File: config.mk
export PLATFORM = sky130hd
export DESIGN_NAME = dhbd_queue
export DESIGN_NICKNAME = d
export VERILOG_FILES = /design/src/dhbd_pkg.sv /design/src/dhbd_queue.sv
export SDC_FILE = /design/constraint.sdc
export NUM_CORES = 1
export LEC_CHECK = 0
export BUFFER_PORTS_ARGS = -buffer_cell sky130_fd_sc_hd__buf_2
export CORE_ASPECT_RATIO = 0.5
export CORE_MARGIN = 10
export CORE_UTILIZATION = 30
export DETAILED_ROUTE_END_ITERATION = 16
export PLACE_DENSITY_LB_ADDON = 0.05
export SYNTH_ARGS = -nofsm -noshare
export SYNTH_HDL_FRONTEND = slang
export SYNTH_SLANG_ARGS = --single-unit
export TNS_END_PERCENT = 20
File: constraint.sdc
create_clock -name clk -period 4.2 [get_ports clk]
set_input_delay 0.21 -clock clk [delete_from_list [all_inputs] [get_ports clk]]
set_output_delay 0.21 -clock clk [all_outputs]
set_load 0.05 [all_outputs]
File: src/dhbd_pkg.sv
// Shared types and constants for the detection head box decode block.
package dhbd_pkg;

    localparam int QDEPTH = 4;
    localparam int QAW    = $clog2(QDEPTH);

    typedef struct packed {
        logic [6:0]  class_id;
        logic [15:0] confidence;
        logic [15:0] center_x;
        logic [15:0] center_y;
        logic [15:0] box_width;
        logic [15:0] box_height;
    } q_entry_t;

    typedef struct packed {
        logic empty;
        logic full;
        logic one_left;
    } q_stat_t;

endpackage

File: src/dhbd_queue.sv
// Short queue of kept anchors between the front and back parts.
module dhbd_queue (
    input  logic               clk,
    input  logic               rst_n,
    input  logic               push,
    input  dhbd_pkg::q_entry_t push_data,
    input  logic               pop,
    output dhbd_pkg::q_entry_t head,
    output dhbd_pkg::q_stat_t  stat
);
    import dhbd_pkg::*;

    q_entry_t         mem_reg [QDEPTH];
    logic [QAW-1:0]   wr_ptr_reg, wr_ptr_next;
    logic [QAW-1:0]   rd_ptr_reg, rd_ptr_next;
    logic [QAW:0]     count_reg, count_next;

    always_comb
    begin
        wr_ptr_next = push ? wr_ptr_reg + QAW'(1) : wr_ptr_reg;
        rd_ptr_next = pop ? rd_ptr_reg + QAW'(1) : rd_ptr_reg;
        count_next  = count_reg;
        if (push && !pop)
        begin
            count_next = count_reg + (QAW+1)'(1);
        end
        else if (pop && !push)
        begin
            count_next = count_reg - (QAW+1)'(1);
        end
    end

    always_ff @(posedge clk or negedge rst_n)
    begin
        if (!rst_n)
        begin
            wr_ptr_reg <= '0;
            rd_ptr_reg <= '0;
            count_reg  <= '0;
        end
        else
        begin
            wr_ptr_reg <= wr_ptr_next;
            rd_ptr_reg <= rd_ptr_next;
            count_reg  <= count_next;
        end
    end

    always_ff @(posedge clk)
    begin
        if (push)
        begin
            mem_reg[wr_ptr_reg] <= push_data;
        end
    end

    assign head          = mem_reg[rd_ptr_reg];
    assign stat.empty    = (count_reg == '0);
    assign stat.full     = (count_reg == (QAW+1)'(QDEPTH));
    assign stat.one_left = (count_reg == (QAW+1)'(QDEPTH - 1));

endmodule

# Word level (Yosys, flattened, before mapping)
# Memories as Yosys holds them, arrays and structs flattened.
# Cells that the tools add are included.
dict set report totals {
  reg_bits 7
  mem_bits_rw 348
  output_inout_bits 90
  wordCells 20
  memories 1
}
dict set report op_classes {
  addsub 4
  n_eq_ne 2
  muxes 4
  n_reduce_logical 6
}
# name words word_bits read_ports rd_clocked_by_memory_dff write_ports line_no
set memory_table {}
lappend memory_table {mem_reg 4 87 1 0 1 dhbd_queue.sv:13} ;# q_entry_t mem_reg [QDEPTH];
# op n
set op_table {}
lappend op_table {{3-bit 2-to-1 mux} 2}
lappend op_table {{2-bit by 1-bit adder with 2-bit output, second input constant} 2}
lappend op_table {{3-bit by 1-bit adder with 3-bit output, second input constant} 1}
lappend op_table {{3-bit by 2-bit equality test with 1-bit output, second input constant} 1}
lappend op_table {{3-bit equality test, second input constant} 1}
lappend op_table {{3-bit zero test} 1}
lappend op_table {{3-bit by 1-bit subtractor with 3-bit output, second input constant} 1}
lappend op_table {{1-bit logical AND} 2}
lappend op_table {{1-bit zero test} 2}
lappend op_table {{1-bit 2-to-1 mux} 2}
lappend op_table {{2-bit nonzero test} 1}

# Logic depth before layout (Yosys ltp)
# Gate-level depths: netlist (run 1).
dict set report depth {
  depth_word 4
  ltp_mapped 7
  ltp_nobuf 7
}

# Worst setup path before layout (run 1)
# Ideal clock, no wire load.
dict set report synth_timing {
  path_kind {register to register}
  start {register wr_ptr_reg[0]}
  end {memory mem_reg[2][0] (netlist name) (enable)}
  setup_ns 0.455
  arrival_ns 2.635
  slack_ns 1.109
  stages_incl_launch_ff 4
  n_path_buf 0
  period_less_slack_ns 3.091
  cell_sequence {dfrtp_1 -> inv_1 -> ha_1 -> and2_1}
}
# element line_no
set synth_lines {}
lappend synth_lines {{start: declaration} dhbd_queue.sv:14} ;# logic [QAW-1:0] wr_ptr_reg, wr_ptr_next;
lappend synth_lines {{start signal: assignment} dhbd_queue.sv:43} ;# wr_ptr_reg <= wr_ptr_next;
lappend synth_lines {{end: declaration} dhbd_queue.sv:13}
# Straight into the memory's write port.

==> impl_results.md, run 1 <==
- Die width: 313.8 um
- WP buf/inv: 2
- Routed wire length: 28,810 um
- Worst VDD drop: 0.0003551 V
- Post-CTS setup buffer count: 0
- Max reg flops: 348
- Power per standard cell area: 776.3 mW/mm^2
- Max frequency: 352.9 MHz
- Fin cells: 1,389
- Crit Path Class: reg2out
- Synthesized Nets: 587
- Mean area per synthesized cell: 26.42 um^2
- Antenna-violating nets left: 0
- DP HPWL: 17,240 um
- CP startpoint kind: flop
- LEAKAGE: 5.662 nW
- Initial Utilization: 30.60%
- Number of buffers created by CTS: 35
- Outcome: completed
- Syn Std Cell Area: 0.01295 mm^2
- DR pass1 iterations: 4
- Synth area leaders: edfxtp_1, mux4_2, dfrtp_1
- Proportion of layout cells with a drive suffix above 1: 40.69%
- Sequential-to-total area share from yosys stat: 82.07%
- Nets: 882
- Critical Path End Type: output pin
- Slowest-stage cell, CP: dfrtp_4
- Vias in the first global route: 6,949
- Hold Buf Count CTS: 90
- Largest net degree at the start of global routing: 66
- Setup Skew: 0.01382 ns
- Placer Congestion: 0.6558
- All-layer global routing usage: 11.06%
- Measured slew at the worst slew-check pin: 0.8506 ns
- Req. time, crit path: 3.99 ns
- First-pass GRT wire length: 44,020 um
- Clock sinks: 355
- Post-synth cell types: 22
- Clk pin slew, worst setup/hold paths: 0.06 ns
- Hold violation total from the final report: 0
- Core Util, Final: 39.29%
- Worst-path fanout max: 26
- Post-Syn Instances: 490
- Clock Tree Buf Depth: 3
- Remaining global-route overflow: 0
- Share of the synthesized area in the top cell type: 80.72%
- Synth area leader: edfxtp_1
- WP depth: 3
- Cells along the critical path: buf_4, mux4_2, buf_2
- Hold WC Path Type: in2async
- Final setup violation count: 0
- Synth warnings: 0
- Fin. max-slew vios: 0
- Flops & latches, synth: 355
- DRC violation total after the first TritonRoute iteration: 395
- R2R depth: 3
- Placed cells: 1,235
- Total power: 12.91 mW
- Via count: 6,016
- Die Y: 166.9 um
- Antenna violations before repair: 1
- FP Rows: 53
- DIE AREA: 0.05237 mm^2
- Critical path data arrival time: 2.62 ns
- RSZ-0062 raised after global routing: no
- Worst stage delay on the critical path: 0.79 ns
- Skew-Pair Late Insertion Delay: 0.52 ns
- # Max-Cap Violations: 0
- Area delta synth->final: 28.40%
- Min Clock Period, post-route: 2.834 ns
- Number of cells upsized or downsized after cts: 0
- # IOs: 181
- Slew headroom: 43.30%
- I/O Buffers: 180
- WL per Instance: 20.74 um
- Core area: 0.04231 mm^2
- H-tree depth: 2
- Vias per cell: 4.331
- Final worst path period share: 67.48%
- CTS root buffer: clkbuf_16
- CP delay by family, top: flip-flops
- Drt drc: 0
- Post-route setup TNS: 0 ns
- CTS tree: done
- Smallest hold slack: 0.05634 ns
[layout make-up]
| class | instances | area (um^2) |
|---|---|---|
| multi-input combinational | 111 | 2178 |
| sequential | 355 | 10630 |
| clock inverter | 16 | 185.2 |
| antenna | 1 | 2.502 |
| inverter | 4 | 15.01 |
| clock buffer | 47 | 963.4 |
| timing repair buffer | 278 | 1924 |
| fill | 3867 | 25680 |
| tap | 577 | 721.9 |
[kinds of logic (layout without fill, tap and decap cells)]
family	Yosys count	count (layout)	share of synthesized area, %
simple gates	10	10	0.4445
compound gates	1	1	0.03862
xor+xnor	6	6	0.4059
flops	355	355	82.07
buf+inv	24	345	1.179
other cells	0	1	0
fa+ha+maj	6	6	0.6379
mux	88	88	15.22
[power by group]
part | leakage [nW] | internal (mW) | switching [mW] | total [mW]
Clock | 0.560 | 1.86 | 1.30 | 3.16
Sequential | 3.28 | 4.64 | 0.286 | 4.92
Combinational | 1.83 | 1.45 | 3.37 | 4.82
Total | 5.66 | 7.95 | 4.95 | 12.9
[layer usage]
layer	vias to the layer above	wire length (um)	share of wire, %	track usage (%)
met5	-	0	0	0
met4	0	471	1.6	2.723
met3	41	1190	4.1	2.731
met2	87	15340	53	19.62
met1	3184	11800	41	13.34
li1	2704	-	-	-
[stage by stage]
step,setup slack [ns],instance area (um^2)
CTS,1.211,16620
floorplan,1.109,12950
global route,1.075,16620
detailed placement,1.782,14570
global placement,1.795,14570
finish,1.366,16620
[final timing paths]
kind | start | to | slack, ns
setup / recovery | rd_ptr_reg[0]$_DFFE_PN0P_ | head[15] | 1.37
hold / removal | rst_n | count_reg[2]$_DFFE_PN0P_ | 0.06
setup reg to reg | wr_ptr_reg[0]$_DFFE_PN0P_ | mem_reg[3][60]$_DFFE_PP_ | 2.03
hold reg to reg | count_reg[2]$_DFFE_PN0P_ | count_reg[2]$_DFFE_PN0P_ | 0.52
max in group asynchronous | rst_n | rd_ptr_reg[0]$_DFFE_PN0P_ | 3.95
min in group clk | push_data[20] | mem_reg[1][20]$_DFFE_PP_ | 0.44
[synth_stat cells]
master / count
clkbuf_1: 5
inv_1: 4
and2_1: 4
and3b_1: 1
o21ai_0: 1
buf_2: 7
nor3_1: 1
mux4_2: 87
nor3b_1: 1
buf_6: 1
edfxtp_1: 348
ha_1: 5
fa_1: 1
buf_8: 1
nand2_1: 2
xor2_1: 4
dfrtp_1: 7
mux2_2: 1
buf_4: 5
nor2_1: 1
xnor2_1: 2
buf_12: 1
[worst register-to-register path: cells and delay by family (launching register included)]
family | cells | cell delay [ns]
DFF | 1 | 0.42
buffers and inverters | 1 | 0.55
and+or+nand+nor | 1 | 0.64
adders and majority gates | 1 | 0.17
[layout by cell type, fill, tap and decap left out]
master,n
nor3b_1,1
nor3_1,1
edfxtp_1,348
clkinv_2,4
clkinv_4,3
ha_1,5
and3b_1,1
bufinv_16,4
dfrtp_4,2
mux4_2,87
clkbuf_16,37
buf_12,5
dlygate4sd3_1,90
dfrtp_1,5
diode_2,1
inv_1,4
xnor2_1,2
and2_4,4
buf_4,3
o21ai_0,1
fa_1,1
buf_2,180
xor2_1,4
nand2_1,2
clkinv_1,5
mux2_2,1
clkbuf_1,10
nor2_1,1
No activity file was read; power rests on OpenSTA's default activity.
==> inputs of run 2 (changes only) <==
clock period = 2.4 ns   (was 4.2 ns; I/O delays follow)
==> run 2 against run 1 <==
Global-route usage is essentially flat; routed wire length is essentially flat; sequential share of layout area shrank 0.44 points; hold slack gained 0.30 ns; design area grew 0.69%; flip-flop and latch count is the same; cell count grew 0.65%; first-iteration DRC count shrank 11%; critical path type unchanged; highest routed layer is now met5.
==> impl_results.md, run 2 (synthesized netlist as in run 1, its figures left out) <==
- Outcome: completed
- DRC violation total after the first TritonRoute iteration: 352
- Skew-Pair Late Insertion Delay: 0.52 ns
- Area delta synth->final: 29.28%
- Clk pwr share: 23.1%
- CTS root buffer: clkbuf_16
- Req. time, crit path: 2.28 ns
- I/O Buffers: 180
- Clk pin slew, worst setup/hold paths: 0.06 ns
- DR pass1 iterations: 4
- Die width: 313.8 um
- Antenna-violating nets left: 0
- Number of buffers created by CTS: 37
- Nets: 897
- H-tree depth: 2
- Proportion of layout cells with a drive suffix above 1: 41.59%
- Clock Tree Buf Depth: 3
- Crit Path Class: reg2out
- Core area: 0.04231 mm^2
- Switching power: 8.706 mW
- Hold violation total from the final report: 0
- Sw Ratio: 38.76%
- Critical path data arrival time: 2.13 ns
- Fin. max-slew vios: 0
- Die Y: 166.9 um
- DIE AREA: 0.05237 mm^2
- Post-CTS setup buffer count: 0
- Gate power share: 39.6%
- Flop pwr share: 37.3%
- Hold path depth: 2
- Critical Path End Type: output pin
- Initial Utilization: 30.60%
- WL per Instance: 20.60 um
- Vias per cell: 4.339
- Setup WS pre-CTS: 0.6424 ns
- Measured slew at the worst slew-check pin: 0.4678 ns
- Min Clock Period, post-route: 2.252 ns
- CTS tree: done
- Max frequency: 444.1 MHz
- FP Rows: 53
- Routed wire length: 28,800 um
- All-layer global routing usage: 11.02%
- Via count: 6,066
- Slew headroom: 68.81%
- Power per standard cell area: 1342 mW/mm^2
- FF+latch area: 0.01063 mm^2
- Vias in the first global route: 6,948
- Final worst path period share: 93.83%
- Antenna violations before repair: 2
- Final Worst Setup Slack: 0.1482 ns
- Most common cell after layout, fill and taps aside: edfxtp_1
- Commonest non-fill, non-tap cells in the layout: edfxtp_1, buf_2, dlygate4sd3_1, mux4_2, clkbuf_16
- Worst-path fanout max: 17
- LEAKAGE: 5.713 nW
- Fill cells: 3,906
- Remaining global-route overflow: 0
- Worst VDD drop: 0.0008266 V
- Core Util, Final: 39.56%
- # IOs: 181
- DP HPWL: 17,950 um
- Internal power: 13.75 mW
- Final setup violation count: 0
- Clock sinks: 355
- CP startpoint kind: flop
- Multi-input gate area: 0.002178 mm^2
- Setup Skew: 0.01610 ns
- RSZ-0062 raised after global routing: no
- First-pass GRT wire length: 43,810 um
- R2R depth: 4
- Placer Congestion: 0.6457
- Max reg flops: 348
- # Max-Cap Violations: 0
- Drt drc: 0
- Hold WC Path Type: in2reg
- Largest net degree at the start of global routing: 56
[run 2: changes by cell type in the layout (fill, tap and decap cells not counted), sizes merged]
cell,before,now
buf,188,200
bufinv,4,1
clkinvlp,0,2
clkbuf,47,44
dlygate4sd3,90,91
[run 2: area by class of cell]
type                       count  area share, %
antenna                        1        0.01495
clock buffer                  44          5.689
clock inverter                15         0.6578
inverter                       4        0.08971
multi-input combinational    111          13.01
sequential                   355          63.53
tap                          577          4.313
timing repair buffer         291          12.69
[run 2: metal layers]
layer	global-route usage (%)	wire (um)	up-vias
met2	19.06	14980	89
met5	0	7	-
met1	13.67	12270	3227
li1	-	-	2722
met4	2.351	320	2
met3	2.966	1222	26
[run 2: critical path, cell delays in order, from the launching register on]
cell and delay (ns):
dfrtp_4 0.45, buf_4 0.36, mux4_2 0.57, buf_2 0.23
[run 2: per-stage QoR]
step                power, mW  area [um^2]  TNS (ns)  std cells  hold slack, ns
CTS                     23.07        16730         0       1397          0.3201
global placement        17.63        14760         0       1247        -0.02138
detailed placement      17.62        14760         0       1247        -0.02372
floorplan               15.19        12950   -171.51        490         -0.1756
finish                  22.46        16740         0       1398          0.3527
global route            23.63        16730         0       1397          0.3367
[run 2: final timing paths]
check / startpoint / to / slack [ns]
worst max-delay path: rd_ptr_reg[0]$_DFFE_PN0P_ / head[35] / 0.15
worst min-delay path: push_data[82] / mem_reg[3][82]$_DFFE_PP_ / 0.35
worst max register to register: wr_ptr_reg[0]$_DFFE_PN0P_ / mem_reg[2][6]$_DFFE_PP_ / 0.70
worst min register to register: count_reg[2]$_DFFE_PN0P_ / count_reg[2]$_DFFE_PN0P_ / 0.52
max in group asynchronous: rst_n / rd_ptr_reg[0]$_DFFE_PN0P_ / 1.52
min in group asynchronous: rst_n / count_reg[1]$_DFFE_PN0P_ / 0.56
[run 2: power by group through the flow]
stage	Combinational (mW)	Clock, mW	Sequential [mW]
6_report	8.90	5.19	8.37
5_1_grt	9.46	5.70	8.47
3_5_place_dp	9.10	0	8.52
3_3_place_gp	9.14	0	8.49
2_1_floorplan	6.70	0	8.48
4_1_cts	9.25	5.43	8.39
[run 2: what timing repair did]
action | CTS | global route
endpoints found under the hold margin | 359 | 0
resized for setup | 0 | 0
hold buffers | 91 | 0
