===== config.mk =====
export PLATFORM = sky130hd
export DESIGN_NAME = dhbd_front
export DESIGN_NICKNAME = d
export VERILOG_FILES = /design/src/dhbd_pkg.sv /design/src/dhbd_ram.sv /design/src/dhbd_front.sv
export SDC_FILE = /design/constraint.sdc
export NUM_CORES = 2
export LEC_CHECK = 0
export BUFFER_PORTS_ARGS = -buffer_cell sky130_fd_sc_hd__buf_2
export CELL_PAD_IN_SITES_DETAIL_PLACEMENT = 1
export CELL_PAD_IN_SITES_GLOBAL_PLACEMENT = 1
export CORE_AREA = 2 2 322 643
export DETAILED_ROUTE_END_ITERATION = 8
export DIE_AREA = 0 0 324 645
export PLACE_DENSITY = 0.78
export RECOVER_POWER = 50
export SETUP_SLACK_MARGIN = 0.1
export SLEW_MARGIN = 30
export SYNTH_ARGS = -nofsm -noshare
export SYNTH_HDL_FRONTEND = slang
export SYNTH_SLANG_ARGS = --single-unit

===== constraint.sdc =====
create_clock -name clk -period 4.5 [get_ports clk]
set_input_delay 0.225 -clock clk [delete_from_list [all_inputs] [get_ports clk]]
set_output_delay 0.225 -clock clk [all_outputs]
set_load 0.01 [all_outputs]

===== src/dhbd_pkg.sv =====
// Shared types and constants for the detection head box decode block.
package dhbd_pkg;

    localparam int QDEPTH = 4;
    localparam int QAW    = $clog2(QDEPTH);

    typedef struct packed {
        logic [6:0]  class_id;
        logic [15:0] confidence;
        logic [15:0] center_x;
        logic [15:0] center_y;
        logic [15:0] box_width;
        logic [15:0] box_height;
    } q_entry_t;

    typedef struct packed {
        logic empty;
        logic full;
        logic one_left;
    } q_stat_t;

endpackage


===== src/dhbd_ram.sv =====
// Generic single write port, single read port RAM with registered read data.
module dhbd_ram #(
    parameter int WIDTH = 16,
    parameter int DEPTH = 128
) (
    input  logic                                   clk,
    input  logic                                   we,
    input  logic [(DEPTH > 1 ? $clog2(DEPTH) : 1)-1:0] waddr,
    input  logic [WIDTH-1:0]                       wdata,
    input  logic                                   re,
    input  logic [(DEPTH > 1 ? $clog2(DEPTH) : 1)-1:0] raddr,
    output logic [WIDTH-1:0]                       rdata
);

    logic [WIDTH-1:0] mem_reg [DEPTH];

    always_ff @(posedge clk)
    begin
        if (we)
        begin
            mem_reg[waddr] <= wdata;
        end
        if (re)
        begin
            rdata <= mem_reg[raddr];
        end
    end

endmodule


===== src/dhbd_front.sv =====
// Front part: accepts transactions, tracks the per-anchor argmax, holds thresholds, filters.
module dhbd_front #(
    parameter int MAX_CLASSES = 128
) (
    input  logic               clk,
    input  logic               rst_n,
    input  logic               in_valid,
    output logic               in_ready,
    input  logic               action,
    input  logic [15:0]        score,
    input  logic               last_class,
    input  logic signed [15:0] center_x,
    input  logic signed [15:0] center_y,
    input  logic signed [15:0] box_width,
    input  logic signed [15:0] box_height,
    input  logic [6:0]         threshold_class,
    input  logic [15:0]        threshold_value,
    input  dhbd_pkg::q_stat_t  q_stat,
    output logic               q_push,
    output dhbd_pkg::q_entry_t q_entry
);
    import dhbd_pkg::*;

    localparam int TBL_DEPTH = (MAX_CLASSES > 128) ? 128 : MAX_CLASSES;
    localparam int TBL_AW    = (TBL_DEPTH > 1) ? $clog2(TBL_DEPTH) : 1;
    localparam logic [6:0] COUNTER_LIMIT = (MAX_CLASSES > 128) ? 7'd127 : 7'(MAX_CLASSES - 1);

    logic [15:0] best_score_reg, best_score_next;
    logic [6:0]  best_class_reg, best_class_next;
    logic [6:0]  counter_reg, counter_next;
    logic [TBL_DEPTH-1:0] tvalid_reg, tvalid_next;
    logic        s1_valid_reg, s1_valid_next;
    logic [6:0]  s1_class_reg;
    logic [15:0] s1_score_reg;
    logic [15:0] s1_cx_reg, s1_cy_reg, s1_bw_reg, s1_bh_reg;
    logic        s1_tv_reg;

    logic        accept, score_acc, thr_wr, win;
    logic [6:0]  fin_class;
    logic [15:0] fin_score;
    logic [15:0] thr_rdata, thr;

    assign in_ready  = !q_stat.full && !(s1_valid_reg && q_stat.one_left);
    assign accept    = in_valid && in_ready;
    assign score_acc = accept && !action;
    assign thr_wr    = accept && action && (int'(threshold_class) < MAX_CLASSES);
    assign win       = score > best_score_reg;
    assign fin_class = win ? counter_reg : best_class_reg;
    assign fin_score = win ? score : best_score_reg;

    always_comb
    begin
        best_score_next = best_score_reg;
        best_class_next = best_class_reg;
        counter_next    = counter_reg;
        tvalid_next     = tvalid_reg;
        s1_valid_next   = score_acc && last_class;
        if (score_acc)
        begin
            if (last_class)
            begin
                best_score_next = '0;
                best_class_next = '0;
                counter_next    = '0;
            end
            else
            begin
                best_score_next = fin_score;
                best_class_next = fin_class;
                if (counter_reg < COUNTER_LIMIT)
                begin
                    counter_next = counter_reg + 7'd1;
                end
            end
        end
        if (thr_wr)
        begin
            tvalid_next[threshold_class[TBL_AW-1:0]] = 1'b1;
        end
    end

    always_ff @(posedge clk or negedge rst_n)
    begin
        if (!rst_n)
        begin
            best_score_reg <= '0;
            best_class_reg <= '0;
            counter_reg    <= '0;
            tvalid_reg     <= '0;
            s1_valid_reg   <= 1'b0;
        end
        else
        begin
            best_score_reg <= best_score_next;
            best_class_reg <= best_class_next;
            counter_reg    <= counter_next;
            tvalid_reg     <= tvalid_next;
            s1_valid_reg   <= s1_valid_next;
        end
    end

    always_ff @(posedge clk)
    begin
        if (s1_valid_next)
        begin
            s1_class_reg <= fin_class;
            s1_score_reg <= fin_score;
            s1_cx_reg    <= center_x;
            s1_cy_reg    <= center_y;
            s1_bw_reg    <= box_width;
            s1_bh_reg    <= box_height;
            s1_tv_reg    <= tvalid_reg[fin_class[TBL_AW-1:0]];
        end
    end

    dhbd_ram #(
        .WIDTH(16),
        .DEPTH(TBL_DEPTH)
    ) u_thr_ram (
        .clk  (clk),
        .we   (thr_wr),
        .waddr(threshold_class[TBL_AW-1:0]),
        .wdata(threshold_value),
        .re   (s1_valid_next),
        .raddr(fin_class[TBL_AW-1:0]),
        .rdata(thr_rdata)
    );

    // unwritten entries read as zero
    assign thr    = s1_tv_reg ? thr_rdata : 16'd0;
    assign q_push = s1_valid_reg && !(s1_score_reg < thr);

    always_comb
    begin
        q_entry.class_id   = s1_class_reg;
        q_entry.confidence = s1_score_reg;
        q_entry.center_x   = s1_cx_reg;
        q_entry.center_y   = s1_cy_reg;
        q_entry.box_width  = s1_bw_reg;
        q_entry.box_height = s1_bh_reg;
    end

endmodule


After elaboration in Yosys (flattened, before gate mapping)
Memory sizes are Yosys's and may differ from the RTL's. A register that Yosys moved wholly into a read port is not among the register bits.
Cells that the tools add are included.
{ "word_totals": {"in_bits": 111, "rom_bits": 0, "ram_bits": 2048, "n_memories": 1, "latch_bits": 0, "regBits": 247, "elab_cells": 48} }
{ "memory_table": {"columns": ["memory", "words", "width", "read_ports", "rd_clocked_by_memory_dff", "wr", "line", "source"], "rows": [
  ["u_thr_ram.mem_reg", 128, 16, 1, 1, 1, "dhbd_ram.sv:15", "logic [WIDTH-1:0] mem_reg [DEPTH];"]
]} }
{ "classes": {"magnitude_cmp": 6, "div": 0, "n_mux": 13, "eq_ne": 0, "n_mul": 0, "reduce_logical": 14, "add_sub_neg": 1, "bitwise_logic": 1, "shift": 0} }
{ "op_table": {"columns": ["cell", "n"], "rows": [
  ["128-bit OR", 1],
  ["16-bit 2-to-1 mux", 3],
  ["7-bit 2-to-1 mux", 4],
  ["16-bit greater-than comparator", 1],
  ["16-bit < comparator", 1],
  ["7-bit by 8-bit < comparator with 1-bit output (second input constant)", 2],
  ["1-bit logical AND", 8],
  ["7-bit by 1-bit adder with 7-bit output (second input constant)", 1],
  ["1-bit binary-select mux with 7-bit select", 1],
  ["1-bit demux with 7-bit select", 1],
  ["7-bit by 1-bit >= comparator with 1-bit output (second input constant)", 1],
  ["7-bit < comparator (second input constant)", 1],
  ["1-bit logical NOT", 4],
  ["1-bit 2-to-1 mux", 4],
  ["2-bit AND reduction", 1],
  ["2-bit nonzero test", 1]
]} }

Depth between registers and ports, before layout
{ "depth": {"word_depth": 7, "mapped_depth": 20, "ltp_nobuf": 14} }

Hierarchy
A second synthesis with hierarchy kept.
{ "unflattened": {"cells_unflattened": 3940, "area_unflattened_um2": 89433.3} }
{ "by_module_without_submodules": {"columns": ["mod", "area_each_um2", "n_inst", "cells_per_inst"], "rows": [
  ["dhbd_ram", 78683.0, 1, 3086],
  ["dhbd_front", 10750.3, 1, 854]
]} }

Worst setup path after synthesis
Ideal clock, no wire load.
{ "synth_timing": {"kind": "register to register", "from": "register s1_valid_reg", "to": "register s1_bh_reg[0] (enable)", "path_slack_ns": -0.015, "setup_ns": 0.506, "required_ns": 3.994, "arrival_time_ns": 4.009, "period_less_slack_ns": 4.515, "stages_incl_launch_ff": 6, "path_cell_list": "dfrtp_1 a21oi_1 nand2_1 nor2_1 and2_1 clkbuf_1"} }
{ "synth_via": {"elab_chain_len": 6} }
{ "synth_lines": {"columns": ["item", "line", "source"], "rows": [
  ["start, declared", "dhbd_front.sv:32", "logic s1_valid_reg, s1_valid_next;"],
  ["start signal, assigned", "dhbd_front.sv:98", "s1_valid_reg <= s1_valid_next;"],
  ["1-bit logical AND", "dhbd_front.sv:43", "assign in_ready = !q_stat.full && !(s1_valid_reg && q_stat.one_left);"],
  ["1-bit logical NOT", "dhbd_front.sv:43", null],
  ["1-bit logical AND", "dhbd_front.sv:43", null],
  ["net in_ready", "dhbd_front.sv:8", "output logic in_ready,"],
  ["1-bit logical AND", "dhbd_front.sv:44", "assign accept = in_valid && in_ready;"],
  ["1-bit logical AND", "dhbd_front.sv:45", "assign score_acc = accept && !action;"],
  ["1-bit logical AND", "dhbd_front.sv:57", "s1_valid_next = score_acc && last_class;"],
  ["net s1_valid_next", "dhbd_front.sv:32", null],
  ["end signal, assigned", "dhbd_front.sv:111", "s1_bh_reg <= box_height;"],
  ["end, declared", "dhbd_front.sv:35", "logic [15:0] s1_cx_reg, s1_cy_reg, s1_bw_reg, s1_bh_reg;"]
]} }
The timed path passes the listed nets, and every way through them passes these cells.
A chain may end at the register's enable or synchronous reset.

Worst setup path in the final report
{ "layout_timing": {"from": "register best_score_reg[7]", "to": "register u_thr_ram.rdata[3], read port of u_thr_ram.mem_reg (data pin)"} }
{ "layout_via": {"elab_chain_len": 2} }
{ "layout_lines": {"columns": ["item", "line", "source"], "rows": [
  ["start, declared", "dhbd_front.sv:28", "logic [15:0] best_score_reg, best_score_next;"],
  ["start signal, assigned", "dhbd_front.sv:94", "best_score_reg <= best_score_next;"],
  ["16-bit greater-than comparator", "dhbd_front.sv:47", "assign win = score > best_score_reg;"],
  ["7-bit 2-to-1 mux", "dhbd_front.sv:48", "assign fin_class = win ? counter_reg : best_class_reg;"],
  ["end, declared", "dhbd_ram.sv:12", "output logic [WIDTH-1:0] rdata"]
]} }
Every way passes these cells.

==> results.md <==
- The vertical die dimension is about 650 um.
- The number of different library cells used by synthesis comes to 83.
- CTS saw between 2000 and 2500 sinks.
- After detailed routing, the number of vias per cell comes to 6.452.
- For this run, design rule violations remaining after detail routing come to 0.
- The die span in x is around 320 um.
- The final reports fail on capacitance limit, slew limit, setup timing.
- Across all setup checks in the final design, the least slack found is -0.5892 ns.
- Global routing used 35.37% of the available tracks.
- The number of antenna violations at the first check in global routing came to 22.
- The sort of element at the start of the critical path is a flop.
- The synthesized net count is 6694.
- Net switching is 30.80% of the power.
- The wire length of the first global-routing pass is 517900 um.
- The post-detailed-route count of antenna-violating nets is 0.
- The net switching power is 16.72 mW.
- The type of the tightest min-delay check is input port to flop.
- For this run, the register share of the synthesized area comes to about three quarters.
- The initial cell density of the core is 44.79%.
- For this run, the share of the core covered by cells in the final layout is 54.27%.
- The number of hold violations in the final report is 0.
- Clock skew on the completed layout was measured at 0.05892 ns.
- In the synthesized netlist, the number of instances is 6551.
- TritonCTS built the clock tree.
- Across the whole layout, storage elements account for just under 70000 sq um.
- The capturing element type of the critical path is a flop.
- After clock tree synthesis, the clock-pin slew on the worst setup and hold paths is ~0.08 ns.
- The maximum vdd ir drop is 0.0003257 V.
- After synthesis, the share of flip-flops with an asynchronous set or reset is 6.880%.
- Dividing total power by cell area gives a power density of 489.6 nW/um^2.
- The clock power share is 31.9%.
- For this design the static power due to leakage is around 39 nW.
- Leaving out fill and tap cells, the most frequent cells in the layout are edfxtp_1, nand2_1, buf_4.
- The count of pins on the block boundary is 200.
- The pin count of the biggest net entering global routing is 129.
- The finished cells cover 110900 sq um.
- Setup repair after global routing could not meet its margin everywhere.
- Based on the critical path, the design can be clocked at up to 196.5 MHz.
- Fill cells in the final layout number ~20000.
- The number of flip-flops under the largest register name is around 2000.
- The via count is 66940.
- The worst setup slack before clock tree synthesis is -0.6145 ns.
- The level count of the clock H-tree is 4.
- In this run, the combinational gates consume 24.2% of the power.
- The floorplan step defined a die boundary enclosing 209000 sq um.
- After detailed placement, the total cell area comes to about 100000 sq um.
- The floorplan step defined a core boundary enclosing 204400 sq um.
- The synthesized area per cell is 13.97 sq um.
- The first detailed-routing pass took 6 iterations.
- Detailed placement finished with a half-perimeter wire length of around 230000 um.
- The layout cell share with drive strength beyond 1 is 20.51%.
- Counting instances, the worst hold path has a depth of 2.
- The mean routed wirelength per cell is 36.67 um.
- The routed wire length is 380500 um.
- The net count reported at finish is 7631.
- The internal power contribution is 37.57 mW.
- The flow ran to the end, but the final reports show violations.
- After global routing the overflow that remains totals 0.
- The total count of max-transition violations in the final report is 1792.
- The most frequent standard cell in the layout excluding fill and tap cells is edfxtp_1.
- The count of buffers from port buffering is 198.
- The final worst hold slack is between 0.04 and 0.05 ns.
- The netlist area before placement is 91540 sq um.
- The total area of multi-input combinational cells is 22480 sq um.
- The count of flip-flops with a built-in enable after synthesis is 2152.
- Setup violations remaining at the end of the flow were counted as 202.
- For this run, the number of Yosys warnings is 0.
- The top-area cell type share of the netlist area is 70.60%.
- The proportion of power drawn by flip-flops and latches is 43.9%.
- The global placer's final weighted congestion is 0.9858.
- In this run the deepest clock path goes through 4 buffers.
- In the finished design, the share of the clock period the worst path needs comes to 113.1%.
- The worst slew margin relative to its limit is -225.4%.
- For the pin with the worst max-slew slack, the measured transition is 4.881 ns.
- The top cell type by total area after synthesis is edfxtp_1.
- The critical path is of the flop to flop type.
- The data arrival at the endpoint of the critical path is 5.72 ns.
- The most used flip-flop cell after synthesis is edfxtp_1.
- The floorplan has 235 rows.
- The worst register-to-register path has a depth of 17.
- The top fanout value on the critical path is 10.
- The violation count after the first detailed-routing iteration is 8805.
- The via count of the first global-routing pass came to 70170.
- Yosys attributes the largest share of cell area to edfxtp_1, nand2_1, dfrtp_1, mux2i_1, nand3_1.
- The number of storage elements in the synthesis netlist is 2311.
- The number of max-capacitance violations reported is 26.
- The clock reaches the later pin of the worst-skew pair after 0.93 ns.
- The number of buffers created by CTS is 193.
- STA puts the critical path data required time at 5.13 ns.
- The cell at the root of the clock tree is clkbuf_16.
- From synthesis to final layout, the design area changed by 21.16%.
- The routed design could run at a clock period as short as 5.089 ns.
per-stage QoR:
step | power (mW) | TNS (ns) | instances
5_1_grt | 55.07 | -28.77 | 10370
3_5_place_dp | 35.28 | -5.966 | 9827
6_report | 54.29 | -34.68 | 10380
2_1_floorplan | 29.43 | 0 | 6551
4_1_cts | 53.04 | -0.3994 | 10320
3_3_place_gp | 34.81 | -6.670 | 9826
synthesized netlist by cell type (all sizes together), types with 13 or more instances:
master	instances
edfxtp	2152
nand2	1669
nand3	529
mux2i	319
buf	277
nor2	163
and3	160
dfrtp	159
a31oi	130
or2	130
a311oi	120
clkbuf	119
o21ai	84
o22ai	72
o221ai	48
nor4	40
a21oi	37
ha	32
inv	30
nand4	28
a32o	24
a221oi	23
a32oi	19
nor3	14
a41oi	13
o2111ai	13
power by group through the flow:
stage          Clock (mW)  Sequential, mW  Combinational [mW]
3_3_place_gp            0            24.2                10.6
3_5_place_dp            0            24.2                11.1
6_report             17.3            23.8                13.1
2_1_floorplan           0            24.2                5.25
5_1_grt              17.9            23.8                13.3
4_1_cts              17.1            23.8                12.1
cell families after synthesis:
group / count (synthesis) / share of synthesized area [%]
muxes: 323 / 3.537
AOI/OAI and AO/OA: 673 / 5.462
xor gates and xnor gates: 3 / 0.02871
and+or+nand+nor: 2783 / 13.36
adders and majority gates: 32 / 0.4374
buffers and inverters: 426 / 2.229
DFF: 2311 / 74.94
worst paths after layout:
check | start | end | slack [ns]
worst min register to register | tvalid_reg[83] | tvalid_reg[83] | 0.47
worst min-delay path | center_x[2] | s1_cx_reg[2] | 0.04
min in group asynchronous | rst_n | tvalid_reg[108] | 1.93
worst max register to register | best_score_reg[7] | u_thr_ram.rdata[3] | -0.59
worst max-delay path | best_score_reg[7] | u_thr_ram.rdata[3] | -0.59
max in group asynchronous | rst_n | tvalid_reg[12] | 0.04
timing repair:
| action | 4_1_cts | 5_1_grt |
|---|---|---|
| hold buffers | 95 | 5 |
| endpoints found under the hold margin | 369 | 163 |
| resized for setup | 228 | 124 |
| setup endpoints to repair | 17 | 17 |
| cloned | 10 | 4 |
| pin swaps | 45 | 32 |
| setup buffers | 48 | 29 |
metal layers:
layer  global-route usage (%)  vias to the layer above  part of all wire, %
li1                         -                    26300                    -
met1                    35.10                    33810                   30
met2                    57.58                     4977                   48
met3                    8.784                     1845                  9.6
met4                    38.07                       14                   13
met5                        0                        -                0.049
final cells by class:
type                       instances  area share (%)
clock inverter                    92          0.7604
multi-input combinational       3814           20.27
antenna                           14         0.03159
clock buffer                     252           4.825
sequential                      2311           61.86
timing repair buffer            1138           9.054
inverter                          30          0.1286
tap                             2725           3.074
critical path: stages (launching register included):
cell       delay, ns
dfrtp_1         0.39
inv_1           0.15
ha_1            0.32
a21oi_2         0.22
o21ai_4         0.15
and2_2          0.29
or3_4           0.39
o211a_4         0.21
inv_16          0.10
buf_16          0.16
buf_16          0.22
buf_6           0.20
mux2i_1         0.21
o22ai_1         0.14
or3_4           0.43
o41ai_4         0.88
buf_4           0.26
o2111ai_2       0.10
Note: power is estimated with default switching activity, not from simulation.
