==> src/dhbd_pkg.sv <==
// Shared types and constants for the detection head box decode block.
package dhbd_pkg;

    localparam int QDEPTH = 4;
    localparam int QAW    = $clog2(QDEPTH);

    typedef struct packed {
        logic [6:0]  class_id;
        logic [15:0] confidence;
        logic [15:0] center_x;
        logic [15:0] center_y;
        logic [15:0] box_width;
        logic [15:0] box_height;
    } q_entry_t;

    typedef struct packed {
        logic empty;
        logic full;
        logic one_left;
    } q_stat_t;

endpackage

==> src/dhbd_back.sv <==
// Back part: box scaling multiplies, then truncation and clipping into the output register.
module dhbd_back (
    input  logic               clk,
    input  logic               rst_n,
    input  logic [12:0]        net_width,
    input  logic [12:0]        net_height,
    input  dhbd_pkg::q_stat_t  q_stat,
    input  dhbd_pkg::q_entry_t q_head,
    output logic               q_pop,
    output logic               out_valid,
    input  logic               out_ready,
    output logic [6:0]         class_id,
    output logic [15:0]        left,
    output logic [15:0]        top,
    output logic [16:0]        width_px,
    output logic [16:0]        height_px,
    output logic [15:0]        confidence
);
    import dhbd_pkg::*;

    logic               m_valid_reg, m_valid_next;
    logic [6:0]         m_class_reg;
    logic [15:0]        m_conf_reg;
    logic signed [31:0] m_pl_reg, m_pt_reg;
    logic signed [29:0] m_pw_reg, m_ph_reg;
    logic               o_valid_reg, o_valid_next;

    logic               o_adv, m_adv;
    logic signed [17:0] dx, dy;
    logic signed [13:0] ws, hs;
    logic signed [31:0] pl, pt;
    logic signed [29:0] pw, ph;
    logic [15:0]        left_next, top_next;
    logic [16:0]        wpx_next, hpx_next;

    function automatic logic [15:0] clip_corner(logic signed [31:0] p, logic [12:0] sz);
        logic [20:0] q;
        logic [20:0] hi;
        logic [20:0] v;
        q  = p[31:11];
        hi = {4'b0, sz - 13'd1, 4'b0};
        v  = (q > hi) ? hi : q;
        if (p <= 0)
        begin
            v = '0;
        end
        if (v > 21'd65535)
        begin
            v = 21'd65535;
        end
        return v[15:0];
    endfunction

    function automatic logic [16:0] clip_size(logic signed [29:0] p, logic [12:0] sz);
        logic [19:0] q;
        logic [19:0] hi;
        logic [19:0] v;
        q  = p[29:10];
        hi = {3'b0, sz, 4'b0};
        v  = (q > hi) ? hi : q;
        if (p <= 0)
        begin
            v = '0;
        end
        return v[16:0];
    endfunction

    assign o_adv = !o_valid_reg || out_ready;
    assign m_adv = !m_valid_reg || o_adv;
    assign q_pop = !q_stat.empty && m_adv;

    // corner in Q.15: 2*center - size
    assign dx = {q_head.center_x[15], q_head.center_x, 1'b0}
              - {{2{q_head.box_width[15]}}, q_head.box_width};
    assign dy = {q_head.center_y[15], q_head.center_y, 1'b0}
              - {{2{q_head.box_height[15]}}, q_head.box_height};
    assign ws = $signed({1'b0, net_width});
    assign hs = $signed({1'b0, net_height});
    assign pl = 32'(dx) * 32'(ws);
    assign pt = 32'(dy) * 32'(hs);
    assign pw = 30'($signed(q_head.box_width)) * 30'(ws);
    assign ph = 30'($signed(q_head.box_height)) * 30'(hs);

    always_comb
    begin
        m_valid_next = m_valid_reg;
        o_valid_next = o_valid_reg;
        if (m_adv)
        begin
            m_valid_next = !q_stat.empty;
        end
        if (o_adv)
        begin
            o_valid_next = m_valid_reg;
        end
        left_next = clip_corner(m_pl_reg, net_width);
        top_next  = clip_corner(m_pt_reg, net_height);
        wpx_next  = clip_size(m_pw_reg, net_width);
        hpx_next  = clip_size(m_ph_reg, net_height);
    end

    always_ff @(posedge clk or negedge rst_n)
    begin
        if (!rst_n)
        begin
            m_valid_reg <= 1'b0;
            o_valid_reg <= 1'b0;
        end
        else
        begin
            m_valid_reg <= m_valid_next;
            o_valid_reg <= o_valid_next;
        end
    end

    always_ff @(posedge clk)
    begin
        if (q_pop)
        begin
            m_class_reg <= q_head.class_id;
            m_conf_reg  <= q_head.confidence;
            m_pl_reg    <= pl;
            m_pt_reg    <= pt;
            m_pw_reg    <= pw;
            m_ph_reg    <= ph;
        end
        if (o_adv && m_valid_reg)
        begin
            class_id   <= m_class_reg;
            confidence <= m_conf_reg;
            left       <= left_next;
            top        <= top_next;
            width_px   <= wpx_next;
            height_px  <= hpx_next;
        end
    end

    assign out_valid = o_valid_reg;

endmodule
==> config.mk <==
export PLATFORM = sky130hd
export DESIGN_NAME = dhbd_back
export DESIGN_NICKNAME = d
export VERILOG_FILES = /design/src/dhbd_pkg.sv /design/src/dhbd_back.sv
export SDC_FILE = /design/constraint.sdc
export NUM_CORES = 2
export LEC_CHECK = 0
export ABC_AREA = 0
export BUFFER_PORTS_ARGS = -buffer_cell sky130_fd_sc_hd__buf_2
export CAP_MARGIN = 30
export CORE_ASPECT_RATIO = 0.6
export CORE_MARGIN = 3
export CORE_UTILIZATION = 55
export CTS_BUF_LIST = sky130_fd_sc_hd__clkbuf_8
export DETAILED_ROUTE_END_ITERATION = 16
export PLACE_DENSITY = 0.75
export SETUP_SLACK_MARGIN = 0.15
export SYNTH_ARGS = -nofsm -noshare
export SYNTH_HDL_FRONTEND = slang
export SYNTH_SLANG_ARGS = --single-unit
==> constraint.sdc <==
create_clock -name clk -period 17.5 [get_ports clk]
set_input_delay 1.75 -clock clk [delete_from_list [all_inputs] [get_ports clk]]
set_output_delay 1.75 -clock clk [all_outputs]
set_load 0.02 [all_outputs]
# After elaboration in Yosys (flattened, before gate mapping)
# Cells that the tools add are included.
# Widths: inputs -> output; s select.
classes:
  n_mul: 4
  addsub: 4
  n_reduce_logical: 9
  n_mux: 6
  n_lt_le_gt_ge: 10
op_table:
  columns: ["operator", "count"]
  rows:
  - ["$mux 21", 4]
  - ["$le 32x1->1 const B", 2]
  - ["$mul 18x14->32", 2]
  - ["$le 30x1->1 const B", 2]
  - ["$mul 16x14->30", 2]
  - ["$gt 21x16->1 const B", 2]
  - ["$gt 21x17->1", 2]
  - ["$gt 20x17->1", 2]
  - ["$sub 17x16->18", 2]
  - ["$mux 17", 2]
  - ["$sub 13x1->13 const B", 2]
  - ["$reduce_or 2->1", 2]
  - ["$logic_not 1->1", 3]
  - ["$logic_and 1x1->1", 2]
  - ["$logic_or 1x1->1", 2]
word_totals:
  ff_bits: 238
  output_inout_bits: 91

# Depth between registers and ports, before layout
depth:
  depth_word: 5
  ltp_mapped: 35

# Worst setup path before layout
# Ideal clock, no wire load.
synth_timing:
  kind: "input-to-output"
  startpoint: "input out_ready"
  endpoint: "output q_pop"
  n_path_buf: 0
  path_slack_ps: 6669
  arrival_time_ps: 9081
  stages: 2
  cell_sequence: "nor2b_1 > a21oi_1"
synth_between:
  elab_chain_cells: 3
synth_rtl:
  columns: ["item", "line", "rtl"]
  rows:
  - ["from (decl)", "dhbd_back.sv:11", "input logic out_ready,"]
  - ["$logic_or 1x1->1", "dhbd_back.sv:68", "assign o_adv = !o_valid_reg || out_ready;"]
  - ["$logic_or 1x1->1", "dhbd_back.sv:69", "assign m_adv = !m_valid_reg || o_adv;"]
  - ["$logic_and 1x1->1", "dhbd_back.sv:70", "assign q_pop = !q_stat.empty && m_adv;"]
  - ["to (decl)", "dhbd_back.sv:9", "output logic q_pop,"]
# Every way passes these cells.

# Worst setup path after layout
layout_timing:
  startpoint: "input q_head[18] in the netlist's numbering"
  endpoint: "register m_pl_reg[31], data pin"
layout_between:
  elab_chain_cells: 2
layout_rtl:
  columns: ["item", "line", "rtl"]
  rows:
  - ["from (decl)", "dhbd_back.sv:8", "input dhbd_pkg::q_entry_t q_head,"]
  - ["$sub 17x16->18", "dhbd_back.sv:74", "- {{2{q_head.box_width[15]}}, q_head.box_width};"]
  - ["$mul 18x14->32", "dhbd_back.sv:79", "assign pl = 32'(dx) * 32'(ws);"]
  - ["via pl[31]", "dhbd_back.sv:31", "logic signed [31:0] pl, pt;"]
  - ["to (signal assigned)", "dhbd_back.sv:122", "m_pl_reg <= pl;"]
  - ["to (decl)", "dhbd_back.sv:24", "logic signed [31:0] m_pl_reg, m_pt_reg;"]
# The timed path passes the listed nets, and every way through them passes these cells.
# A chain may end at the register's enable or synchronous reset.

==> impl_results.html <==
<table>
<tr><th>Metric</th><th>Value</th></tr>
<tr><th colspan="2">Critical path</th></tr>
<tr><td>Max FO, Critical Path</td><td>13</td></tr>
<tr><td>Element type at the critical path end</td><td>register</td></tr>
<tr><td>Data arrival, critical path</td><td>between 10 and 15 ns</td></tr>
<tr><td>Depth of the worst register-to-register path</td><td>11</td></tr>
<tr><td>Number of logic stages on the critical path including buffering</td><td>33</td></tr>
<tr><td>Crit path max-delay family</td><td>adder cells</td></tr>
<tr><td>Endpoint required time on the critical path</td><td>17.88 ns</td></tr>
<tr><td>Flop2flop setup slack</td><td>roughly 13 ns</td></tr>
<tr><td>Slowest CP cell</td><td>sky130_fd_sc_hd__fa_1</td></tr>
<tr><td>Worst reg2reg startpoint</td><td>m_pt_reg[16]</td></tr>
<tr><td>Endpoint of the worst-slack reg-to-reg timing path</td><td>top[15]</td></tr>
<tr><td>Crit path buffers/inverters</td><td>8</td></tr>
<tr><td>Startpoint type of the worst setup path</td><td>input port</td></tr>
<tr><td>Class of the most critical setup path</td><td>in2reg</td></tr>
<tr><td>Max incr delay on CP</td><td>0.54 ns</td></tr>
<tr><td>CP dominant cell by count</td><td>sky130_fd_sc_hd__fa_1</td></tr>
<tr><th colspan="2">Clock network</th></tr>
<tr><td>Clock tree from TritonCTS</td><td>yes</td></tr>
<tr><td>Number of setup buffers added after CTS</td><td>0</td></tr>
<tr><td>Maximum level of the CTS H-tree</td><td>2</td></tr>
<tr><td>CTS Sinks</td><td>236</td></tr>
<tr><td>Clock buffer depth</td><td>3</td></tr>
<tr><td>Clock-pin slew on the worst setup and hold paths</td><td>0.06 ns</td></tr>
<tr><td>Total CTS buffers</td><td>42</td></tr>
<tr><td>Number of hold buffers added after CTS</td><td>0</td></tr>
<tr><td>Cell at the root of the clock tree</td><td>sky130_fd_sc_hd__clkbuf_8</td></tr>
<tr><td>Clk_lat worst skew</td><td>0.67 ns</td></tr>
<tr><td>Count of instances resized after the clock tree is built</td><td>0</td></tr>
<tr><th colspan="2">Floorplanning</th></tr>
<tr><td>Number of placed I/O pins</td><td>210</td></tr>
<tr><td>Die boundary width</td><td>373 um</td></tr>
<tr><td>Effective utilization at floorplan</td><td>roughly 56%</td></tr>
<tr><td>Core area</td><td>around 80000 um^2</td></tr>
<tr><td>Std cell rows</td><td>79</td></tr>
<tr><td>Height of the die</td><td>226 um</td></tr>
<tr><td>Die footprint</td><td>around 84000 um^2</td></tr>
<tr><th colspan="2">Layout</th></tr>
<tr><td>Number of nets at the end of the flow</td><td>about 6200</td></tr>
<tr><td>Layout cell share with drive strength beyond 1</td><td>a little under 8%</td></tr>
<tr><td>Leading cell type in the layout, fill and taps excluded</td><td>sky130_fd_sc_hd__inv_1</td></tr>
<tr><td>Post-route non-filler standard cell count</td><td>5901</td></tr>
<tr><td>Final instance area</td><td>about 48000 um^2</td></tr>
<tr><td>Most used cells in the layout excluding fill and tap cells</td><td>sky130_fd_sc_hd__inv_1 (1042), sky130_fd_sc_hd__fa_1 (854), sky130_fd_sc_hd__nand2_1 (548), sky130_fd_sc_hd__ha_1 (390), sky130_fd_sc_hd__nor2_1 (312)</td></tr>
<tr><td>Number of inserted filler cells in the final layout</td><td>6764</td></tr>
<tr><td>Area growth syn-to-layout</td><td>7.31%</td></tr>
<tr><th colspan="2">STA</th></tr>
<tr><td>Worst clock skew</td><td>0.0714 ns</td></tr>
<tr><td>Post-Route Hold Slack</td><td>0.418 ns</td></tr>
<tr><td>Setup_tns</td><td>0 ns</td></tr>
<tr><td>Pins over their slew limit</td><td>0</td></tr>
<tr><td>Fin crit period</td><td>10.41 ns</td></tr>
<tr><td>Endpoints failing setup</td><td>0</td></tr>
<tr><td>Share of the clock period used by the worst path after layout</td><td>59.5%</td></tr>
<tr><td>Fmax</td><td>96.1 MHz</td></tr>
<tr><td>Tightest Pin Transition</td><td>1.25 ns</td></tr>
<tr><td>Number of endpoints with negative hold slack in the final report</td><td>0</td></tr>
<tr><td>Worst-case headroom to the max-slew limit</td><td>between 15 and 20%</td></tr>
<tr><td>Setup repair after global routing missed its margin</td><td>false</td></tr>
<tr><th colspan="2">Route</th></tr>
<tr><td>Antenna Nets Post-Route</td><td>0</td></tr>
<tr><td>Via count of the routed design</td><td>33200</td></tr>
<tr><td>Final routed wirelength across all metal layers</td><td>approximately 120000 um</td></tr>
<tr><td>TritonRoute pass-1 iters</td><td>6</td></tr>
<tr><td>Wirelength per Cell</td><td>a little over 20 um</td></tr>
<tr><td>Via density per instance</td><td>5.62</td></tr>
<tr><td>DRC marker count from the first detailed-route iteration</td><td>approximately 3000</td></tr>
<tr><td>Number of design rule violations left after detail routing</td><td>0</td></tr>
<tr><th colspan="2">Synthesis</th></tr>
<tr><td>Cell Area, Synth</td><td>44300 um^2</td></tr>
<tr><td>Portion of the post-synthesis area used by sequential elements</td><td>16.0%</td></tr>
<tr><td>Ranking of synthesized cells by area</td><td>sky130_fd_sc_hd__fa_1 (39%), sky130_fd_sc_hd__edfxtp_1 (16%), sky130_fd_sc_hd__ha_1 (11%)</td></tr>
<tr><td>Area share of the leading cell type in the synthesized netlist</td><td>38.6%</td></tr>
<tr><td>Mean area per synthesized cell</td><td>9.53 um^2</td></tr>
<tr><td>Primary FF master, synth</td><td>sky130_fd_sc_hd__edfxtp_1</td></tr>
<tr><td>Synthesis-stage register bit count</td><td>236</td></tr>
<tr><td>Number of synthesized flops with an enable pin</td><td>234</td></tr>
<tr><td>Nets in the synthesized netlist</td><td>approximately 6000</td></tr>
<tr><td>Cell variety after synth</td><td>74</td></tr>
<tr><td>Gate Count Post-Synth</td><td>4651</td></tr>
<tr><td>Proportion of synthesized flip-flops having asynchronous set or reset</td><td>0.847%</td></tr>
<tr><td>Ys Warns</td><td>0</td></tr>
<tr><td>Library cell with the largest summed area after synthesis</td><td>sky130_fd_sc_hd__fa_1</td></tr>
<tr><th colspan="2">Global route</th></tr>
<tr><td>Most crowded layer after global routing</td><td>met1</td></tr>
<tr><td>Largest net degree at the start of global routing</td><td>62</td></tr>
<tr><td>Met1 Track Usage GR</td><td>46.7%</td></tr>
<tr><td>Antenna violations before repair</td><td>3</td></tr>
<tr><td>GRT Resource Usage Total</td><td>29.7%</td></tr>
<tr><td>Fraction of met2 tracks used by global routing</td><td>38.1%</td></tr>
<tr><td>Met3 track utilization from global routing</td><td>12.9%</td></tr>
<tr><td>Remaining global-route overflow</td><td>0</td></tr>
<tr><td>Wire length of the first global-routing pass</td><td>approximately 190000 um</td></tr>
<tr><td>Number of global-route vias before repair</td><td>33000</td></tr>
<tr><th colspan="2">Place</th></tr>
<tr><td>IO Port Bufs</td><td>about 210</td></tr>
<tr><td>Gpl congestion</td><td>between 1 and 1.5</td></tr>
<tr><td>Placed wire-length estimate after detailed placement</td><td>99500 um</td></tr>
<tr><td>Number of placed instances with taps included</td><td>approximately 5800</td></tr>
<tr><td>Area of placed instances</td><td>around 47000 um^2</td></tr>
<tr><th colspan="2">Run</th></tr>
<tr><td>Max Cap Violations</td><td>0</td></tr>
<tr><th colspan="2">Worst hold path</th></tr>
<tr><td>Source of the worst hold timing path</td><td>m_conf_reg[5]</td></tr>
<tr><td>Worst hold path type</td><td>reg2reg</td></tr>
<tr><td>Cell count of the worst hold path</td><td>0</td></tr>
<tr><td>End point of the most critical hold path</td><td>confidence[5]</td></tr>
<tr><th colspan="2">Outcome</th></tr>
<tr><td>Outcome</td><td>finished clean</td></tr>
</table>
synth_stat cells, types with 4 or more instances:
cell type / number
sky130_fd_sc_hd__and3_1: 31
sky130_fd_sc_hd__nor2_1: 312
sky130_fd_sc_hd__o21bai_1: 21
sky130_fd_sc_hd__nor2b_1: 23
sky130_fd_sc_hd__o31a_1: 4
sky130_fd_sc_hd__xnor2_1: 142
sky130_fd_sc_hd__mux2i_1: 5
sky130_fd_sc_hd__a31oi_1: 14
sky130_fd_sc_hd__nand2_1: 548
sky130_fd_sc_hd__o21ai_1: 14
sky130_fd_sc_hd__xor2_1: 39
sky130_fd_sc_hd__edfxtp_1: 234
sky130_fd_sc_hd__o211ai_1: 6
sky130_fd_sc_hd__and2_1: 198
sky130_fd_sc_hd__buf_2: 11
sky130_fd_sc_hd__nand3_1: 57
sky130_fd_sc_hd__nand2b_1: 25
sky130_fd_sc_hd__nor3_1: 38
sky130_fd_sc_hd__a211oi_1: 16
sky130_fd_sc_hd__a21oi_1: 116
sky130_fd_sc_hd__inv_1: 1031
sky130_fd_sc_hd__fa_1: 854
sky130_fd_sc_hd__and4_1: 5
sky130_fd_sc_hd__o21ai_0: 75
sky130_fd_sc_hd__clkinv_1: 24
sky130_fd_sc_hd__a21o_1: 68
sky130_fd_sc_hd__or4_1: 5
sky130_fd_sc_hd__buf_1: 15
sky130_fd_sc_hd__o311ai_0: 23
sky130_fd_sc_hd__nand4_1: 24
sky130_fd_sc_hd__or3_1: 7
sky130_fd_sc_hd__o41ai_2: 6
sky130_fd_sc_hd__o21a_1: 36
sky130_fd_sc_hd__ha_1: 390
sky130_fd_sc_hd__clkbuf_1: 132
sky130_fd_sc_hd__nor4_1: 37
sky130_fd_sc_hd__a41oi_1: 4
stage by stage:
| stage | worst slack, ns | utilization, % |
|---|---|---|
| floorplan | 6.67 | - |
| global placement | 6.42 | 59.1 |
| detailed placement | 6.60 | 59.2 |
| CTS | 7.31 | 60.4 |
| global route | 6.74 | 60.5 |
| finish | 7.09 | 60.5 |
kinds of logic after synthesis:
group,share of synthesized area [%]
muxes,0.189
AOI/OAI and AO/OA,6.73
buffers and inverters,10.3
DFF,16.0
adders and majority gates,49.6
xor gates and xnor gates,3.58
and+or+nand+nor,13.6
per-layer routing:
metal / vias to the layer above / routed length [um] / part of all wire [%]
met5: - / 0 / 0
met4: 0 / 1400 / 1.2
met3: 131 / 19400 / 16
met2: 1751 / 45500 / 38
met1: 16600 / 54400 / 45
li1: 14700 / - / -
worst max-delay path by stage:
stage	to	slack [ns]	start
2_1_floorplan	q_pop	6.67	out_ready
3_3_place_gp	m_pl_reg[31]	6.42	q_head[18]
3_5_place_dp	m_pl_reg[31]	6.60	q_head[18]
4_1_cts	m_pl_reg[31]	7.31	q_head[18]
5_1_grt	m_pl_reg[31]	6.74	q_head[18]
6_report	m_pl_reg[31]	7.09	q_head[18]
cell type report:
class	count	area (um^2)	area share (%)
repair buffers	279	1580	3.31
well taps	1053	1320	2.77
inverters	1057	3970	8.34
clock inverters	31	330	0.694
diodes	1	2.50	0.00526
clock buffers	45	619	1.30
multi-input cells	3199	32700	68.7
flip-flops and latches	236	7080	14.9
Power is left out: the tool's default activity adds up to more than one toggle a clock period on the data nets, which glitch-free logic cannot reach.
